**config.mk**
```make
export PLATFORM = sky130hd
export DESIGN_NAME = sorted_priority_queue_top
export DESIGN_NICKNAME = d
export VERILOG_FILES = /design/src/spq_pkg.sv /design/src/sorted_priority_queue_top.sv /design/src/spq_cell.sv
export SDC_FILE = /design/constraint.sdc
export NUM_CORES = 2
export LEC_CHECK = 0
export ABC_CLOCK_PERIOD_IN_PS = 11110
export BUFFER_PORTS_ARGS = -buffer_cell sky130_fd_sc_hd__clkbuf_2
export CAP_MARGIN = 25
export CORE_ASPECT_RATIO = 1.25
export CORE_UTILIZATION = 40
export DETAILED_ROUTE_END_ITERATION = 7
export REMOVE_ABC_BUFFERS = 1
export SLEW_MARGIN = 5
export SYNTH_ARGS = -nofsm -noshare
export SYNTH_HDL_FRONTEND = slang
export SYNTH_HIERARCHICAL = 1
export SYNTH_SLANG_ARGS = --single-unit
```
**constraint.sdc**
```tcl
create_clock -name clk -period 11.11 [get_ports clk]
set_input_delay 1.111 -clock clk [delete_from_list [all_inputs] [get_ports clk]]
set_output_delay 1.111 -clock clk [all_outputs]
set_load 0.01 [all_outputs]
```
**src/spq_pkg.sv**
```systemverilog
`timescale 1ns / 1ps

package spq_pkg;

    // Queue depth, the widths that follow from it, and the field widths
    localparam int CAPACITY  = 16;
    localparam int IDX_W     = (CAPACITY > 1) ? $clog2(CAPACITY) : 1;
    localparam int CNT_W     = $clog2(CAPACITY + 1);
    localparam int OUT_CNT_W = 5;
    localparam int PRI_W     = 16;
    localparam int INFO_W    = 32;

    // Operation codes
    localparam logic OP_ENQ = 1'b0;
    localparam logic OP_DEQ = 1'b1;

    // Status codes
    localparam logic [1:0] STAT_OK        = 2'd0;
    localparam logic [1:0] STAT_UNDERFLOW = 2'd1;
    localparam logic [1:0] STAT_FULL      = 2'd2;

    // Input word
    typedef struct packed {
        logic                     op;
        logic signed [INFO_W-1:0] entry_info;
        logic signed [PRI_W-1:0]  entry_priority;
    } in_t;

    // Result word
    typedef struct packed {
        logic                     out_valid;
        logic signed [INFO_W-1:0] out_info;
        logic signed [PRI_W-1:0]  out_priority;
        logic [1:0]               status;
        logic signed [PRI_W-1:0]  top_priority;
        logic                     is_empty;
        logic [OUT_CNT_W-1:0]     entry_count;
    } out_t;

    // One stored entry
    typedef struct packed {
        logic signed [PRI_W-1:0]  priority_val;
        logic signed [INFO_W-1:0] info;
    } entry_t;

    // Broadcast control to every cell
    typedef struct packed {
        logic   enq;
        logic   deq;
        entry_t new_entry;
    } cell_ctl_t;

endpackage

```
**src/sorted_priority_queue_top.sv**
```systemverilog
`timescale 1ns / 1ps

// Sorted priority queue, a row of CAPACITY slot cells kept in descending
// priority order with the head in the first cell.
// Command channel: a word on cmd is taken at a rising edge where start is
// high and busy is low. op selects enqueue or dequeue. busy stays low, so a
// command may be issued in every cycle.
// Result channel: done is high for exactly one cycle, in the cycle after the
// command is taken, with the result word on result. The receiver cannot hold
// it off and must take it in that cycle.
// Throughput is one command per cycle: every cell compares its priority with
// the new entry and shifts against its neighbours in the same cycle, so
// insertion and removal cost one step. Equal priorities leave in arrival
// order. An enqueue on a full queue is dropped and reports full, a dequeue
// on an empty queue reports underflow.
// Reset (rst_n low) empties the queue and clears done; slot contents are
// not cleared, only the count of filled slots.
module sorted_priority_queue_top (
    input  logic          clk,
    input  logic          rst_n,
    input  logic          start,
    output logic          busy,
    input  spq_pkg::in_t  cmd,
    output logic          done,
    output spq_pkg::out_t result
);

    localparam int N = spq_pkg::CAPACITY;

    logic [spq_pkg::CNT_W-1:0]  count_reg;
    logic [spq_pkg::CNT_W-1:0]  count_next;
    logic                       done_reg;
    logic                       out_valid_reg;
    logic                       out_valid_next;
    spq_pkg::entry_t            out_entry_reg;
    spq_pkg::entry_t            out_entry_next;
    logic [1:0]                 status_reg;
    logic [1:0]                 status_next;

    logic                       accept;
    logic                       is_full;
    logic                       is_void;
    spq_pkg::cell_ctl_t         ctl;
    spq_pkg::entry_t            cell_entry [N];
    logic                       cell_keep  [N];

    assign busy    = 1'b0;
    assign accept  = start && !busy;
    assign is_full = (count_reg == spq_pkg::CNT_W'(N));
    assign is_void = (count_reg == '0);

    // Drive the cell row
    always_comb
    begin
        ctl.enq                    = accept && (cmd.op == spq_pkg::OP_ENQ) && !is_full;
        ctl.deq                    = accept && (cmd.op == spq_pkg::OP_DEQ) && !is_void;
        ctl.new_entry.priority_val = cmd.entry_priority;
        ctl.new_entry.info         = cmd.entry_info;
    end

    genvar gi;
    generate
        for (gi = 0; gi < N; gi++)
        begin : g_cell
            spq_pkg::entry_t left_e;
            spq_pkg::entry_t right_e;
            logic            left_k;
            if (gi == 0)
            begin : g_head
                assign left_e = cell_entry[gi];
                assign left_k = 1'b1;
            end
            else
            begin : g_body
                assign left_e = cell_entry[gi-1];
                assign left_k = cell_keep[gi-1];
            end
            if (gi == N - 1)
            begin : g_tail
                assign right_e = cell_entry[gi];
            end
            else
            begin : g_inner
                assign right_e = cell_entry[gi+1];
            end

            spq_cell u_cell (
                .clk         (clk),
                .ctl         (ctl),
                .occupied    (spq_pkg::CNT_W'(gi) < count_reg),
                .left_entry  (left_e),
                .left_keep   (left_k),
                .right_entry (right_e),
                .entry       (cell_entry[gi]),
                .keep        (cell_keep[gi])
            );
        end
    endgenerate

    // Work out count and the per-command part of the result
    always_comb
    begin
        count_next     = count_reg;
        out_valid_next = 1'b0;
        out_entry_next = '0;
        status_next    = spq_pkg::STAT_OK;
        if (ctl.enq)
        begin
            count_next = count_reg + 1'b1;
        end
        else if (ctl.deq)
        begin
            count_next     = count_reg - 1'b1;
            out_valid_next = 1'b1;
            out_entry_next = cell_entry[0];
        end
        else if (accept && (cmd.op == spq_pkg::OP_ENQ))
        begin
            status_next = spq_pkg::STAT_FULL;
        end
        else if (accept)
        begin
            status_next = spq_pkg::STAT_UNDERFLOW;
        end
    end

    always_ff @(posedge clk or negedge rst_n)
    begin
        if (!rst_n)
        begin
            count_reg <= '0;
            done_reg  <= 1'b0;
        end
        else
        begin
            count_reg <= count_next;
            done_reg  <= accept;
        end
    end

    // Hold the result payload
    always_ff @(posedge clk)
    begin
        if (accept)
        begin
            out_valid_reg <= out_valid_next;
            out_entry_reg <= out_entry_next;
            status_reg    <= status_next;
        end
    end

    // Present the result word; top priority comes straight from the head cell, empty flag and count from count_reg
    assign done = done_reg;
    always_comb
    begin
        result.out_valid    = out_valid_reg;
        result.out_info     = out_entry_reg.info;
        result.out_priority = out_entry_reg.priority_val;
        result.status       = status_reg;
        result.top_priority = is_void ? '0 : cell_entry[0].priority_val;
        result.is_empty     = is_void;
        result.entry_count  = spq_pkg::OUT_CNT_W'(count_reg);
    end

endmodule

```
**src/spq_cell.sv**
```systemverilog
`timescale 1ns / 1ps

module spq_cell (
    input  logic               clk,
    input  spq_pkg::cell_ctl_t ctl,
    input  logic               occupied,
    input  spq_pkg::entry_t    left_entry,
    input  logic               left_keep,
    input  spq_pkg::entry_t    right_entry,
    output spq_pkg::entry_t    entry,
    output logic               keep
);

    spq_pkg::entry_t entry_reg;
    spq_pkg::entry_t entry_next;

    // Hold the slot while it is occupied and its priority is at least that of the new entry
    assign keep  = occupied && (entry_reg.priority_val >= ctl.new_entry.priority_val);
    assign entry = entry_reg;

    // Insert the new entry at the first free or lower slot, shift right behind it,
    // or advance left on a dequeue
    always_comb
    begin
        entry_next = entry_reg;
        if (ctl.enq && !keep)
        begin
            entry_next = left_keep ? ctl.new_entry : left_entry;
        end
        else if (ctl.deq)
        begin
            entry_next = right_entry;
        end
    end

    always_ff @(posedge clk)
    begin
        entry_reg <= entry_next;
    end

endmodule

```
# Yosys cells after proc, flatten, opt, wreduce, memory -nomap -nowiden
# Index checks and enable logic that the tools add are counted.
# totals
reg_bits	825
inputBits	52
output_inout_bits	75
# op_classes
n_addsub	2
order_cmp	32
n_eq_ne	1
n_mux	50
n_bitwise	2
n_reduce_logical	73
# op_table
cell	n
2-to-1 mux 48 bit	45
>= comparator 16 bit	16
< comparator 4 x 5 -> 1 bit, first input constant	8
logical AND 1 bit	36
nonzero test 2 bit	16
< comparator 3 x 5 -> 1 bit, first input constant	4
zero test 1 bit	18
2-to-1 mux 16 bit	1
< comparator 1 x 5 -> 1 bit, first input constant	2
< comparator 2 x 5 -> 1 bit, first input constant	2
2-to-1 mux 5 bit	2
adder 5 x 1 -> 5 bit, second input constant	1
== test 5 bit, second input constant	1
zero test 5 bit	1
subtractor 5 x 1 -> 5 bit, second input constant	1
OR reduction 2 bit	2
2-to-1 mux 2 bit	1
NOT 1 bit	2
2-to-1 mux 1 bit	1

# Longest topological paths before layout
# logic_depth
depth_word	5
depth_mapped	12
depth_no_buf	10

# Modules after synthesis
# The synthesis kept the hierarchy.
# modules_own_cells
module	n_inst	cells_each	area_each_um2	seq_area_each_um2
spq_cell (g_cell[0].u_cell ...)	10	218	3059.2	1441.4
spq_cell (g_cell[4].u_cell ...)	6	218	3049.2	1441.4
sorted_priority_queue_top	1	211	2610.0	1681.6

# Worst setup path before layout
# Ideal clock, no wire load.
# synth_timing
kind	in2reg
start	input cmd[48] (netlist name)
end	register g_cell[0].u_cell.entry_reg, in the netlist g_cell[0].u_cell/entry[0], enable pin
setup_time_ns	0.408
t_arrival_ns	4.812
required_time_ns	10.702
setup_slack_ns	5.890
stages	7
path_buffers	2
path_cell_list	nand2b_1 > nor2_1 > nand2_1 > o311ai_4 > buf_6 > buf_6 > or2_1
# synth_lines
item	line	rtl
from (decl)	sorted_priority_queue_top.sv:23	input spq_pkg::in_t cmd,
to (signal assigned)	spq_cell.sv:38	entry_reg <= entry_next;
to (decl)	spq_cell.sv:14	spq_pkg::entry_t entry_reg;

# Final worst setup path
# layout_timing
start	input cmd[15] (netlist name)
end	register g_cell[14].u_cell.entry_reg, in the netlist g_cell[14].u_cell/entry[22], enable pin
# layout_via
elab_chain_cells	5
# layout_lines
item	line	rtl
>= comparator 16 bit	spq_cell.sv:18	assign keep = occupied && (entry_reg.priority_val >= ctl.new_entry.priority_val);
logical AND 1 bit	spq_cell.sv:18	
zero test 1 bit	spq_cell.sv:26	if (ctl.enq && !keep)
logical AND 1 bit	spq_cell.sv:26	
nonzero test 2 bit (no line)	--	
to (signal assigned)	spq_cell.sv:38	
to (decl)	spq_cell.sv:14	
# Every way passes these cells.
# A chain may end at the register's enable or synchronous reset.

==> metrics.md <==
| Metric | Value |
|---|---|
| Total Routing Usage GR | `a little under a fifth` |
| Post-layout min period | `4790 ps` |
| Layout cells sized above 1 | `about 45%` |
| Max Slew Vio Count | `0` |
| Critical Path Start Type | `input port` |
| Area Overhead vs Synth | `10.2%` |
| Crit end category | `flip-flop` |
| Cell count after synthesis | `about 3,700` |
| TritonCTS buffer count | `between 90 and 100` |
| Io pins | `127` |
| Unrepaired setup endpoints after global routing | `false` |
| Average cell area after synthesis | `13.9 sq um` |
| Multi-input logic area | `0.0247 sq mm` |
| Synthesized area | `approximately 0.051 sq mm` |
| Die Footprint | `0.130 sq mm` |
| CP Max Fanout | `a little under 50` |
| Pre-CTS WS | `5600 ps` |
| Final GP Congestion | `around 0.85` |
| Critical path data arrival time | `5110 ps` |
| First-pass DRT Iterations | `5` |
| Worst EP required | `around 11,000 ps` |
| Detailed-route wire length | `123,000 um` |
| Initial DRC count | `about 2,000` |
| Hold Crit Class | `input port to async pin` |
| Post_cts resized | `0` |
| Hold WS | `~230 ps` |
| Setup violators final | `0` |
| Largest register FFs | `768` |
| Worst R2R Start | `count_reg[1]` |
| PortBufs | `125` |
| H-Tree Level Count | `3` |
| Worst VDD drop | `201 uV` |
| Vias | `around 30,000` |
| CTS tree | `built` |
| P per Cell Area | `305 mW/mm^2` |
| CTS Hold Bufs | `0` |
| First-pass GRT wire length | `192,000 um` |
| F_max | `209 MHz` |
| Slew @ Worst Pin | `between 1000 and 1500 ps` |
| Via-per-instance ratio | `5.36` |
| FF-to-FF setup slack | `6820 ps` |
| Post-CTS Setup Bufs | `0` |
| Max-Cap Viols | `0` |
| FF-to-FF path depth | `10` |
| Clock transition at path regs | `roughly 60 ps` |
| Routed len/inst | `~22 um` |
| DRC viols | `0` |
| Clock Sinks | `825` |
| Starting Density | `40.5%` |
| Final setup margin | `6320 ps` |
| Die H | `between 400 and 500 um` |
| Hold Fails Final Rpt | `0` |
| Register Area | `0.0247 sq mm` |
| Worst R2R End | `g_cell[14].u_cell/entry[22]` |
| Initial antenna violation count | `0` |
| Vias in the first global route | `31,014` |
| Row count | `around 150` |
| Die width | `323 um` |
| Fillers | `11,537` |
| Root buffer cell | `clkbuf_16` |
| Setup_tns | `0 ps` |
| Status | `completed` |
| Largest buffer count on any clock path | `3` |
| Slew margin rel. | `about a third` |
| Critical path startpoint | `cmd[15]` |
| Total Power | `roughly 17 mW` |
| Critical path class | `input port to flip-flop` |
| Static leakage | `20.9 nW` |
| GRT Residual Overflow | `0` |
| Tcrit/Tclk final | `43.1%` |
| Core Region | `0.127 sq mm` |
| Antenna viol nets, final | `0` |
| Crit path to | `g_cell[14].u_cell/entry[22]` |
| Clock skew | `35.0 ps` |
| Largest net degree at the start of global routing | `68` |
| Layout Nets | `roughly 4,100` |
| Non-filler cells, final | `5,573` |
| Synthesis warning total | `6` |
| Placed cells | `around 5,400` |
| Dpl hpwl | `between 80,000 and 90,000 um` |
| Worst-Skew Late Latency | `710 ps` |
==> critical path, stage by stage <==
cell	delay, ps
clkbuf_2	670
inv_1	110
ha_1	390
nand4_1	210
nor2_1	60
a211o_1	280
or3_4	420
o311ai_4	280
buf_4	650
or2_2	220
buf_4	560
==> area by class of cell <==
cell class | instances | area share (%)
flip-flops and latches | 825 | 43.6
multi-input cells | 2417 | 43.5
clock buffers | 122 | 4.33
well taps | 1702 | 3.75
repair buffers | 180 | 2.26
inverters | 279 | 1.85
clock inverters | 46 | 0.693
diodes | 2 | 0.00882
==> placed cells by master (no fill, tap or decap), drive strengths merged, types with 17 or more instances in the layout <==
master	count
and2	17
inv	282
or3	21
nand3	34
ha	260
clkbuf	246
and3	51
nor2b	17
nand2	57
clkinv	38
nor2	22
nand2b	23
o311ai	26
edfxtp	819
buf	56
a21oi	119
o21ai	31
nand4	64
mux2	1536
==> stage by stage <==
step / area (sq um) / util (%)
after floorplan: 50400 / -
after global placement: 53500 / 42.1
after detailed placement: 53900 / 42.4
after CTS: 56700 / 44.6
after global routing: 56700 / 44.6
final: 56700 / 44.6
==> how the worst min path moves through the flow <==
stage / startpoint / to / slack [ps]
CTS: rst_n / count_reg[2] / 170
finish: rst_n / count_reg[2] / 230
global route: rst_n / done / 210
detailed placement: g_cell[15].u_cell/entry[24] / g_cell[14].u_cell/entry[24] / 560
floorplan: g_cell[1].u_cell/entry[0] / g_cell[0].u_cell/entry[0] / 550
global placement: g_cell[15].u_cell/entry[27] / g_cell[14].u_cell/entry[27] / 550
==> power by group <==
part / internal, mW / leakage (nW) / switching (mW) / total, mW
registers: 5.38 / 7.93 / 0.934 / 6.32
logic: 4.46 / 11.6 / 3.57 / 8.02
clock network: 1.64 / 1.38 / 1.32 / 2.95
==> layer usage <==
metal / global-route usage [%] / routed length, um / up-vias
met3: 2.19 / 4390 / 153
li1: - / - / 14297
met4: 5.85 / 3170 / 0
met5: 0 / 0 / -
met2: 28.9 / 53900 / 557
met1: 27.5 / 61100 / 14845
(Power assumes the default switching activity.)
